### config.mk
export PLATFORM = sky130hd
export DESIGN_NAME = circular_fifo_with_key_search_core
export DESIGN_NICKNAME = d
export VERILOG_FILES = /design/src/cfks_pkg.sv /design/src/cfks_cell.sv /design/src/circular_fifo_with_key_search_core.sv
export VERILOG_INCLUDE_DIRS = /design/src /design/src/src
export SDC_FILE = /design/constraint.sdc
export NUM_CORES = 1
export LEC_CHECK = 0
export BUFFER_PORTS_ARGS = -buffer_cell sky130_fd_sc_hd__buf_2
export CAP_MARGIN = 0
export CORE_MARGIN = 5
export CORE_UTILIZATION = 45
export CTS_CLUSTER_SIZE = 28
export DETAILED_ROUTE_END_ITERATION = 8
export PLACE_DENSITY = 0.73
export SETUP_SLACK_MARGIN = 0.1
export SLEW_MARGIN = 20
export SYNTH_ARGS = -nofsm -noshare
export SYNTH_HDL_FRONTEND = slang
export SYNTH_SLANG_ARGS = --single-unit
### constraint.sdc
create_clock -name clk -period 4.95 [get_ports clk]
set_clock_uncertainty 0.05 [all_clocks]
set_input_delay 0.495 -clock clk [delete_from_list [all_inputs] [get_ports clk]]
set_output_delay 0.495 -clock clk [all_outputs]
set_load 0.01 [all_outputs]
### src/circular_fifo_with_key_search_core_assert.svh
// Assertion macros for the circular FIFO with key search.
// Used by the top level; needs signals named clk and rst_n in scope.
`ifndef CIRCULAR_FIFO_WITH_KEY_SEARCH_CORE_ASSERT_SVH
`define CIRCULAR_FIFO_WITH_KEY_SEARCH_CORE_ASSERT_SVH

// A condition that must hold at every clock edge out of reset.
`define CFKS_ASSERT(label, cond, msg) \
    label: assert property (@(posedge clk) disable iff (!rst_n) (cond)) else $error(msg);

// A condition that must hold whenever a trigger holds at the same edge.
`define CFKS_ASSERT_IMPL(label, trig, cond, msg) \
    label: assert property (@(posedge clk) disable iff (!rst_n) (trig) |-> (cond)) \
        else $error(msg);

`endif

### src/cfks_pkg.sv
// Package for the circular FIFO with key search.
// Sizes, operation and status codes, and the types used by the cell and the top level.
package cfks_pkg;

    localparam int CAPACITY   = 15;
    localparam int DATA_WIDTH = 32;
    localparam int SLOT_COUNT = CAPACITY + 1;
    localparam int SLOT_W     = (SLOT_COUNT > 1) ? $clog2(SLOT_COUNT) : 1;
    localparam int COUNT_W    = $clog2(CAPACITY + 1);

    localparam int IN_DATA_W   = 32;
    localparam int IN_USER_W   = 8;
    localparam int OUT_DATA_W  = 48;
    localparam int OUT_USER_W  = 8;

    localparam logic [1:0] KIND_PUSH = 2'd0;
    localparam logic [1:0] KIND_POP  = 2'd1;
    localparam logic [1:0] KIND_FIND = 2'd2;

    localparam logic [1:0] STATUS_OK       = 2'd0;
    localparam logic [1:0] STATUS_REFUSED  = 2'd1;
    localparam logic [1:0] STATUS_NOTFOUND = 2'd2;

    typedef enum logic [1:0] {
        ST_IDLE   = 2'b01,
        ST_SEARCH = 2'b10
    } state_t;

    typedef struct packed {
        logic               active;
        logic [COUNT_W-1:0] remain;
    } token_t;

    typedef struct packed {
        logic active;
        logic hit;
        logic miss;
    } cell_evt_t;

endpackage

### src/cfks_cell.sv
// One storage slot of the FIFO ring together with its stage of the search chain.
// Depends on cfks_pkg.
module cfks_cell (
    input  logic                           clk,
    input  logic                           rst_n,
    input  logic                           wr_en,
    input  logic [cfks_pkg::DATA_WIDTH-1:0] wr_data,
    input  logic [cfks_pkg::DATA_WIDTH-1:0] key,
    input  logic                           inject,
    input  logic [cfks_pkg::COUNT_W-1:0]   inject_count,
    input  cfks_pkg::token_t               tok_in,
    output cfks_pkg::token_t               tok_out,
    output cfks_pkg::cell_evt_t            evt,
    output logic [cfks_pkg::DATA_WIDTH-1:0] data
);
    import cfks_pkg::*;

    logic [DATA_WIDTH-1:0] data_reg;
    token_t                tok_reg;
    token_t                tok_next;
    logic                  match;

    always_ff @(posedge clk)
    begin
        if (wr_en)
        begin
            data_reg <= wr_data;
        end
    end

    always_comb
    begin
        if (inject)
        begin
            tok_next.active = 1'b1;
            tok_next.remain = inject_count;
        end
        else
        begin
            tok_next = tok_in;
        end
    end

    always_ff @(posedge clk or negedge rst_n)
    begin
        if (!rst_n)
        begin
            tok_reg <= '0;
        end
        else
        begin
            tok_reg <= tok_next;
        end
    end

    assign match = (tok_reg.remain != '0) && (data_reg == key);

    always_comb
    begin
        evt.active = tok_reg.active;
        evt.hit    = tok_reg.active && match;
        evt.miss   = tok_reg.active && (tok_reg.remain == '0);
        if (tok_reg.active && (tok_reg.remain != '0) && !match)
        begin
            tok_out.active = 1'b1;
            tok_out.remain = tok_reg.remain - 1'b1;
        end
        else
        begin
            tok_out = '0;
        end
    end

    assign data = data_reg;

endmodule

### src/circular_fifo_with_key_search_core.sv
// Top level of the circular FIFO with key search: pointers, control and the ring of cells.
// Depends on cfks_pkg, cfks_cell and circular_fifo_with_key_search_core_assert.svh.
//
//  Channel | Direction | Ports                           | Contents
//  --------+-----------+---------------------------------+---------------------------------
//  s_*     | in        | s_tvalid s_tready s_tdata s_tuser | operation kind and value or key
//  m_*     | out       | m_tvalid m_tready m_tdata m_tuser | status, head word, slot, counts
//
// For push, pop and unknown kinds the result is registered at the accepting edge.
// A find walks a token around the ring from the head, one cell per cycle; a match answers
// with the slot of the matching entry, and a miss answers once the token has passed the
// last entry; on an empty FIFO the result of a find is registered at the accepting edge.
// No word is accepted during a find or while a result waits and the output is not taken.
// Reset clears the pointers, the count, the search tokens and the output valid flag.
module circular_fifo_with_key_search_core (
    input  logic                            clk,
    input  logic                            rst_n,
    input  logic                            s_tvalid,
    output logic                            s_tready,
    input  logic [cfks_pkg::IN_DATA_W-1:0]  s_tdata,  // [31:0] value
    input  logic [cfks_pkg::IN_USER_W-1:0]  s_tuser,  // [1:0] kind
    output logic                            m_tvalid,
    input  logic                            m_tready,
    // [31:0] front_value, [32] front_valid, [36:33] found_slot, [40:37] item_count,
    // [41] is_full, [42] is_empty
    output logic [cfks_pkg::OUT_DATA_W-1:0] m_tdata,
    output logic [cfks_pkg::OUT_USER_W-1:0] m_tuser   // [1:0] status
);
    import cfks_pkg::*;

    `include "circular_fifo_with_key_search_core_assert.svh"

    state_t                 state_reg, state_next;
    logic [SLOT_W-1:0]      head_reg, head_next;
    logic [SLOT_W-1:0]      tail_reg, tail_next;
    logic [COUNT_W-1:0]     count_reg, count_next;
    logic [DATA_WIDTH-1:0]  key_reg, key_next;
    logic                   m_tvalid_reg, m_tvalid_next;
    logic [OUT_DATA_W-1:0]  m_tdata_reg, m_tdata_next;
    logic [OUT_USER_W-1:0]  m_tuser_reg, m_tuser_next;

    logic                   accept;
    logic [1:0]             kind;
    logic [DATA_WIDTH-1:0]  in_value;
    logic                   start;
    logic [DATA_WIDTH-1:0]  front_data;
    logic                   front_ok;
    logic                   any_hit, any_miss;
    logic [SLOT_W-1:0]      hit_slot;
    logic [1:0]             res_status;
    logic [SLOT_W-1:0]      res_slot;
    logic                   res_load;

    logic [DATA_WIDTH-1:0]  cell_data [SLOT_COUNT];
    token_t                 cell_tok  [SLOT_COUNT];
    cell_evt_t              cell_evt  [SLOT_COUNT];
    logic [SLOT_COUNT-1:0]  hit_vec, miss_vec, active_vec;

    assign kind     = s_tuser[1:0];
    assign in_value = DATA_WIDTH'(s_tdata);
    assign s_tready = (state_reg == ST_IDLE) && (!m_tvalid_reg || m_tready);
    assign accept   = s_tvalid && s_tready;
    assign start    = accept && (kind == KIND_FIND) && (count_reg != '0);

    function automatic logic [SLOT_W-1:0] wrap_next(input logic [SLOT_W-1:0] pos);
        return (pos == SLOT_W'(SLOT_COUNT - 1)) ? '0 : pos + 1'b1;
    endfunction

    for (genvar i = 0; i < SLOT_COUNT; i++)
    begin : g_cell
        cfks_cell u_cell (
            .clk          (clk),
            .rst_n        (rst_n),
            .wr_en        (accept && (kind == KIND_PUSH) && (count_reg != COUNT_W'(CAPACITY))
                           && (tail_reg == SLOT_W'(i))),
            .wr_data      (in_value),
            .key          (key_reg),
            .inject       (start && (head_reg == SLOT_W'(i))),
            .inject_count (count_reg),
            .tok_in       (cell_tok[(i + SLOT_COUNT - 1) % SLOT_COUNT]),
            .tok_out      (cell_tok[i]),
            .evt          (cell_evt[i]),
            .data         (cell_data[i])
        );
        assign hit_vec[i]    = cell_evt[i].hit;
        assign miss_vec[i]   = cell_evt[i].miss;
        assign active_vec[i] = cell_evt[i].active;
    end

    assign any_hit  = |hit_vec;
    assign any_miss = |miss_vec;

    always_comb
    begin
        hit_slot = '0;
        for (int i = 0; i < SLOT_COUNT; i++)
        begin
            if (hit_vec[i])
            begin
                hit_slot = hit_slot | SLOT_W'(i);
            end
        end
    end

    assign front_ok   = (count_reg != '0);
    assign front_data = front_ok ? cell_data[head_reg] : '0;

    always_comb
    begin
        state_next = state_reg;
        head_next  = head_reg;
        tail_next  = tail_reg;
        count_next = count_reg;
        key_next   = key_reg;
        res_load   = 1'b0;
        res_status = STATUS_REFUSED;
        res_slot   = '0;
        unique case (state_reg)
            ST_IDLE:
            begin
                if (accept)
                begin
                    res_load = 1'b1;
                    unique case (kind)
                        KIND_PUSH:
                        begin
                            if (count_reg != COUNT_W'(CAPACITY))
                            begin
                                res_status = STATUS_OK;
                                tail_next  = wrap_next(tail_reg);
                                count_next = count_reg + 1'b1;
                            end
                        end
                        KIND_POP:
                        begin
                            if (count_reg != '0)
                            begin
                                res_status = STATUS_OK;
                                head_next  = wrap_next(head_reg);
                                count_next = count_reg - 1'b1;
                            end
                        end
                        KIND_FIND:
                        begin
                            res_status = STATUS_NOTFOUND;
                            if (count_reg != '0)
                            begin
                                res_load   = 1'b0;
                                key_next   = in_value;
                                state_next = ST_SEARCH;
                            end
                        end
                        default:
                        begin
                            res_status = STATUS_REFUSED;
                        end
                    endcase
                end
            end
            ST_SEARCH:
            begin
                if (any_hit || any_miss)
                begin
                    res_load   = 1'b1;
                    res_status = any_hit ? STATUS_OK : STATUS_NOTFOUND;
                    res_slot   = any_hit ? hit_slot : '0;
                    state_next = ST_IDLE;
                end
            end
            default:
            begin
                state_next = ST_IDLE;
            end
        endcase
    end

    always_comb
    begin
        m_tvalid_next = m_tvalid_reg && !m_tready;
        m_tdata_next  = m_tdata_reg;
        m_tuser_next  = m_tuser_reg;
        if (res_load)
        begin
            m_tvalid_next = 1'b1;
            m_tuser_next  = OUT_USER_W'(res_status);
            m_tdata_next  = OUT_DATA_W'({
                (count_next == '0),
                (count_next == COUNT_W'(CAPACITY)),
                4'(count_next),
                4'(res_slot),
                front_ok,
                32'(front_data)
            });
        end
    end

    always_ff @(posedge clk or negedge rst_n)
    begin
        if (!rst_n)
        begin
            state_reg    <= ST_IDLE;
            head_reg     <= '0;
            tail_reg     <= '0;
            count_reg    <= '0;
            m_tvalid_reg <= 1'b0;
        end
        else
        begin
            state_reg    <= state_next;
            head_reg     <= head_next;
            tail_reg     <= tail_next;
            count_reg    <= count_next;
            m_tvalid_reg <= m_tvalid_next;
        end
    end

    always_ff @(posedge clk)
    begin
        key_reg     <= key_next;
        m_tdata_reg <= m_tdata_next;
        m_tuser_reg <= m_tuser_next;
    end

    assign m_tvalid = m_tvalid_reg;
    assign m_tdata  = m_tdata_reg;
    assign m_tuser  = m_tuser_reg;

    `CFKS_ASSERT(a_count_bound, count_reg <= COUNT_W'(CAPACITY), "entry count above capacity")
    `CFKS_ASSERT(a_one_hit, $onehot0(hit_vec), "more than one cell reports a match")
    `CFKS_ASSERT_IMPL(a_search_token, state_reg == ST_SEARCH, $onehot(active_vec),
                      "search without exactly one token")
    `CFKS_ASSERT_IMPL(a_idle_no_token, state_reg == ST_IDLE, active_vec == '0,
                      "token live while idle")
    `CFKS_ASSERT_IMPL(a_search_blocks, state_reg == ST_SEARCH, !s_tready,
                      "input ready during a search")

endmodule
==> results of run 1 <==
==> kinds of logic (layout without fill, tap and decap cells) <==
kind of cell | Yosys count | count (layout) | synth area share (%)
AOI/OAI and AO/OA | 142 | 142 | 3.10
xor gates and xnor gates | 511 | 511 | 13.2
adders and majority gates | 41 | 41 | 1.51
buffers and inverters | 215 | 378 | 3.82
DFF | 684 | 684 | 59.2
muxes | 162 | 162 | 10.7
other | 1 | 17 | 0.0111
and+or+nand+nor | 513 | 513 | 8.40
==> synthesized netlist by cell type (all sizes together), types with 15 or more instances <==
cell	n	area, um^2
edfxtp	589	17700
xnor2	290	2540
xor2	221	1940
mux4	160	3600
nand2	108	405
dfrtp	94	2350
buf	93	835
inv	78	293
nor4	73	457
nand4	66	413
and2	52	325
nor2	45	171
o31ai	45	338
clkbuf	44	165
ha	41	513
nor3	37	185
nand3	33	165
nor2b	20	125
o21ai	20	100
nand2b	15	93.8
==> how the worst max path moves through the flow <==
stage,endpoint,cells after the start,slack [ns],startpoint
2_1_floorplan,g_cell[11].u_cell.data[0],6,0.28,state_reg[0]
3_3_place_gp,m_tdata[8],11,0.75,key_reg[13]
3_5_place_dp,m_tdata[12],11,0.74,key_reg[13]
4_1_cts,m_tdata[9],11,0.71,key_reg[13]
5_1_grt,m_tdata[9],11,0.56,key_reg[13]
6_report,m_tdata[12],11,0.59,key_reg[14]
==> cells in the final DEF, fill, tap and decap left out, types with 9 or more instances in the layout <==
cell,instances
nand2b_1,15
buf_2,83
nand2_1,108
buf_12,13
o21ai_0,19
nand4_1,66
clkinv_1,10
nand3_1,33
o31ai_1,45
or4_1,9
clkbuf_1,13
clkbuf_16,77
clkinv_2,12
conb_1,11
or3_1,14
edfxtp_1,589
and2_1,45
a211oi_1,9
ha_1,41
nor4_1,73
dfrtp_1,90
nor3b_1,11
buf_4,71
mux4_2,160
o22ai_1,11
inv_1,76
nor2_1,43
nor2b_1,20
nor3_1,36
xor2_1,220
xnor2_1,290
==> routing by layer <==
| metal | global-route usage, % | part of all wire, % | up-vias |
|---|---|---|---|
| met4 | 19.7 | 8.1 | 6 |
| met3 | 7.44 | 11 | 376 |
| met2 | 47.3 | 44 | 1646 |
| met1 | 42.4 | 37 | 11200 |
| met5 | 0.179 | 0.036 | - |
| li1 | - | - | 8744 |
==> final cells by class <==
class | instances | area [um^2]
multi-input cells | 1380 | 12600
diodes | 6 | 15.0
inverters | 78 | 293
clock inverters | 36 | 374
flip-flops and latches | 684 | 20100
repair buffers | 168 | 1220
clock buffers | 96 | 2060
well taps | 969 | 1210
fillers | 6186 | 36700
==> power by group <==
part	internal, W	switching (W)
Sequential	0.00671	0.000671
Combinational	0.00196	0.00224
Clock	0.00322	0.00243
==> critical path, cell delays in order (launching register included) <==
cell	delay (ns)
edfxtp_1	0.63
buf_4	0.28
xor2_1	0.17
nor4_1	0.73
nand4_1	0.42
nor4_1	0.53
a2111o_1	0.24
o41ai_1	0.15
buf_4	0.19
a21o_1	0.20
inv_2	0.07
buf_12	0.28
==> per-stage QoR <==
stage	area [um^2]	std cells
2_1_floorplan	33900	2279
3_3_place_gp	35400	3278
3_5_place_dp	35400	3278
4_1_cts	37800	3411
5_1_grt	37800	3411
6_report	37800	3417
==> what timing repair did <==
item / in CTS / in global routing
endpoints found under the hold margin: 40 / 0
buffers inserted: 0 / 0
hold buffers: 1 / 0
==> impl_metrics.py, run 1 <==
metrics = {
    "clocking": {
        "clk_path_buf_depth": 3,
        "clk_pin_slew_ns": 0.06,
        "cts_resized": 0,
        "cts_max_level": 3,
        "clock_sinks": 684,
        "cts_tree": "built",
        "cts-root-buf": "clkbuf_16",
        "clock_latency_ns": 0.67,
        "numCtsBuffers": 76,
    },
    "floorplan": {
        "io_pins": 102,
        "rows": 100,
        "core_um2": 74600,
        "die_x_um": 284,
        "dieArea_um2": 80900,
        "fp.dieH_um": 284,
        "start_util_pct": 45.4,
    },
    "pwr": {
        "ir_drop_mv": 0.380,
        "power_density_nw_per_um2": 455,
        "leakagePower_nw": 12.7,
        "total_power_w": 0.0172,
    },
    "routing": {
        "wl_per_cell_um": 38.3,
        "viasPerCell": 6.43,
        "dr.pass1.iters": 6,
        "dr.first_iter.drc_count": 3229,
        "drt-total-wl_um": 131000,
        "ant_nets": 0,
        "drc": 0,
        "routed-via-count": 22000,
    },
    "synth": {
        "synth-edff-count": 589,
        "ys_seq_elements": 684,
        "synthesis.area_um2": 33900,
        "synth_flop_cell": "edfxtp_1",
        "postSynthCellCount": 2269,
        "ys_seq_area_share_pct": 59.2,
        "syn_avg_cell_area_um2": 14.9,
        "synth.distinct_cells": 76,
        "async_reset_ff_share_pct": 13.9,
        "synth_warnings": 0,
    },
    "hold_path": {
        "hold_class": "input port to flip-flop",
        "hold_depth": 3,
        "worst_hold_path.endpoint": "m_tvalid",
        "hp-start": "m_tready",
    },
    "critical_path": {
        "crit_arrival_ns": 4.61,
        "critPathRequiredTime_ns": 5.20,
        "crit_fanout": 45,
        "r2r_start": "key_reg[14]",
        "r2r_cells": 11,
        "end_kind": "flip-flop",
        "crit_type": "flip-flop to flip-flop",
        "startpoint_type": "flip-flop",
        "worstReg2RegEnd": "m_tdata[12]",
        "rrSetupSlack_ns": 0.59,
    },
    "timing": {
        "setup_violations": 0,
        "slew_headroom_pct": 24.1,
        "slew_viol_final": 0,
        "fin_tns_setup_ns": 0,
        "rsz0062_at_grt": "no",
        "holdWs_ns": 0.126,
        "layout_setup_ws_ns": 0.589,
        "period_share_pct": 88.1,
        "hold_violations": 0,
        "worst_slew_pin_slew_ns": 1.14,
        "clock.fmax_mhz": 229,
        "period_minus_slack_ns": 4.36,
    },
    "grt": {
        "grt_pass1_wl_um": 178000,
        "grt_pass1_vias": 21300,
        "grt_max_degree": 56,
        "grt_usage_pct": 31.8,
        "antenna_found_initial": 9,
        "gr-total-overflow": 0,
    },
    "final_layout": {
        "final_nets": 2473,
        "fin_util_pct": 50.7,
        "drive_gt1_share_pct": 19.2,
        "syn_to_final_growth_pct": 11.7,
        "largest_reg_flops": 512,
    },
    "flow_run": {
        "cap_violations": 0,
    },
    "place": {
        "dp_slack_ns": 0.739,
        "port_buffers": 84,
        "routabilityCongestion": 1.06,
        "dp_hpwl_um": 96600,
    },
    "run_status": {
        "status": "complete, no violations",
    },
}
Note: power is estimated with default switching activity, not from simulation.
==> run 2, diff against run 1 <==
--- a/config.mk
+++ b/config.mk
@@ -11,4 +11,5 @@
 export CORE_MARGIN = 5
 export CORE_UTILIZATION = 45
+export CTS_BUF_LIST = sky130_fd_sc_hd__clkbuf_16
 export CTS_CLUSTER_SIZE = 28
 export DETAILED_ROUTE_END_ITERATION = 8
==> constraint.sdc (replaced) <==
create_clock -name clk -period 4.95 [get_ports clk]
set_clock_uncertainty 0.05 [all_clocks]
set_input_delay 0.7425 -clock clk [delete_from_list [all_inputs] [get_ports clk]]
set_output_delay 0.7425 -clock clk [all_outputs]
set_load 0.01 [all_outputs]
==> run 2 against run 1 <==
Against the previous run:
- power increased by 0.44%
- flip-flop and latch count unchanged
- design area increased by 0.16%
- global-route usage decreased by 0.071 points
- critical path type unchanged
- wire length decreased by 0.17%
- first-iteration DRC count increased by 17%
- clock-buffer cell count decreased by 14
- largest power group unchanged
- sequential power about the same
==> impl_metrics.py, run 2 (synthesis gave the netlist of run 1 again) <==
metrics = {
    "run_status": {
        "status": "complete, no violations",
    },
    "clocking": {
        "clk_path_buf_depth": 3,
        "clock_latency_ns": 0.64,
        "post_cts_buffers": 0,
        "cts_tree": "built",
        "cts-root-buf": "clkbuf_16",
        "clk_pin_slew_ns": 0.06,
        "cts-hold-fix-buffers": 0,
        "cts_max_level": 3,
        "numCtsBuffers": 77,
        "cts_resized": 0,
        "clock_sinks": 684,
    },
    "timing": {
        "period_share_pct": 86.3,
        "period_minus_slack_ns": 4.27,
        "rsz0062_at_grt": "no",
        "clock.fmax_mhz": 234,
        "worst_slew_pin_slew_ns": 1.09,
        "hold_violations": 0,
        "fin_tns_setup_ns": 0,
        "slew_viol_final": 0,
        "setup_violations": 0,
        "slew_headroom_pct": 26.7,
    },
    "final_layout": {
        "stdcell_area_um2": 37900,
        "largest_reg_flops": 512,
        "final_common_cell": "edfxtp_1",
        "seq_area_um2": 20100,
        "drive_gt1_share_pct": 19.2,
        "nFillCells": 6176,
        "multi_input_area_um2": 12600,
        "most-common-layout-cells": "edfxtp_1, xnor2_1, xor2_1",
        "final_nets": 2476,
        "syn_to_final_growth_pct": 11.9,
    },
    "grt": {
        "grt_max_degree": 52,
        "grt_pass1_vias": 21000,
        "grt_usage_pct": 31.7,
        "antenna_found_initial": 11,
        "grt_pass1_wl_um": 177000,
        "gr-total-overflow": 0,
    },
    "floorplan": {
        "die_x_um": 284,
        "core_um2": 74600,
        "start_util_pct": 45.4,
        "dieArea_um2": 80900,
        "rows": 100,
        "fp.dieH_um": 284,
        "io_pins": 102,
    },
    "critical_path": {
        "cp-endpoint": "m_tdata[15]",
        "end_kind": "flip-flop",
        "cp.depth": 10,
        "r2r_start": "key_reg[19]",
        "cp_top_family": "simple AND/OR/NAND/NOR gates",
        "crit_type": "flip-flop to flip-flop",
        "path_buf_inv": 3,
        "critPathRequiredTime_ns": 5.21,
        "crit_fanout": 23,
        "rrSetupSlack_ns": 0.68,
        "r2r_cells": 10,
        "startpoint_type": "flip-flop",
        "crit_chain": "buf_4 > xor2_1 > nor4_1 > nand4_1 > or4b_1 > o2111ai_1 > o41ai_1 > a21o_1 > inv_2 > buf_12",
        "cpMaxStageDelayCell": "nor4_1",
        "crit_path_start": "key_reg[19]",
        "max_stage_delay_ns": 0.88,
        "crit_arrival_ns": 4.53,
        "worstReg2RegEnd": "m_tdata[15]",
    },
    "hold_path": {
        "hold_class": "input port to asynchronous set/reset pin",
    },
    "pwr": {
        "ir_drop_mv": 0.341,
        "leakagePower_nw": 12.8,
        "power_density_nw_per_um2": 457,
        "total_power_w": 0.0173,
    },
    "routing": {
        "drc": 0,
        "ant_nets": 0,
        "viasPerCell": 6.39,
        "drt-total-wl_um": 131000,
        "wl_per_cell_um": 38.1,
        "routed-via-count": 21900,
        "dr.first_iter.drc_count": 3779,
        "dr.pass1.iters": 6,
    },
    "place": {
        "routabilityCongestion": 1.05,
        "dp_hpwl_um": 96700,
        "dpl_cell_area_um2": 35400,
        "port_buffers": 84,
    },
    "flow_run": {
        "cap_violations": 0,
    },
}
-- run 2: stage by stage --
step	utilization, %	std cells	hold WS [ns]	setup slack (ns)
4_1_cts	50.8	3421	0.106	0.846
5_1_grt	50.8	3423	0.157	0.618
3_3_place_gp	47.5	3281	0.430	0.866
2_1_floorplan	-	2279	0.397	0.155
6_report	50.8	3431	0.0935	0.679
3_5_place_dp	47.5	3281	0.436	0.871
-- run 2: worst register-to-register path, cell delays in order, from the launching register on --
cell,delay [ns]
edfxtp_1,0.56
buf_4,0.27
xor2_1,0.19
nor4_1,0.89
nand4_1,0.38
or4b_1,0.65
o2111ai_1,0.17
o41ai_1,0.18
a21o_1,0.26
inv_2,0.11
buf_12,0.20
-- run 2: cell type report --
class	count	share of cell area (%)
sequential	684	53.0
multi-input combinational	1380	33.2
clock buffer	82	5.41
timing repair buffer	170	3.25
tap	969	3.20
clock inverter	58	1.08
inverter	78	0.772
antenna	10	0.0660
-- run 2: worst min-delay path by stage --
| stage | from | endpoint | slack, ns | cells after the start |
|---|---|---|---|---|
| 3_3_place_gp | g_cell[7].u_cell.tok_reg[0] | g_cell[8].u_cell.tok_reg[0] | 0.43 | 1 |
| 6_report | rst_n | g_cell[6].u_cell.tok_reg[0] | 0.09 | 1 |
| 4_1_cts | rst_n | g_cell[9].u_cell.tok_reg[2] | 0.11 | 1 |
| 3_5_place_dp | g_cell[10].u_cell.tok_reg[0] | g_cell[11].u_cell.tok_reg[0] | 0.44 | 1 |
| 5_1_grt | rst_n | g_cell[9].u_cell.tok_reg[2] | 0.16 | 1 |
| 2_1_floorplan | rst_n | count_reg[0] | 0.40 | 0 |
-- run 2: layer usage --
layer | vias to the layer above | wire length (um) | global-route usage, %
li1 | 8765 | - | -
met1 | 11300 | 48700 | 42.2
met2 | 1558 | 58200 | 48.5
met3 | 334 | 14500 | 7.13
met4 | 4 | 9260 | 17.7
met5 | - | 25 | 0
-- run 2: power breakdown --
| group | switching (W) | internal, W |
|---|---|---|
| clock network | 0.00240 | 0.00325 |
| registers | 0.000697 | 0.00671 |
| logic | 0.00226 | 0.00200 |
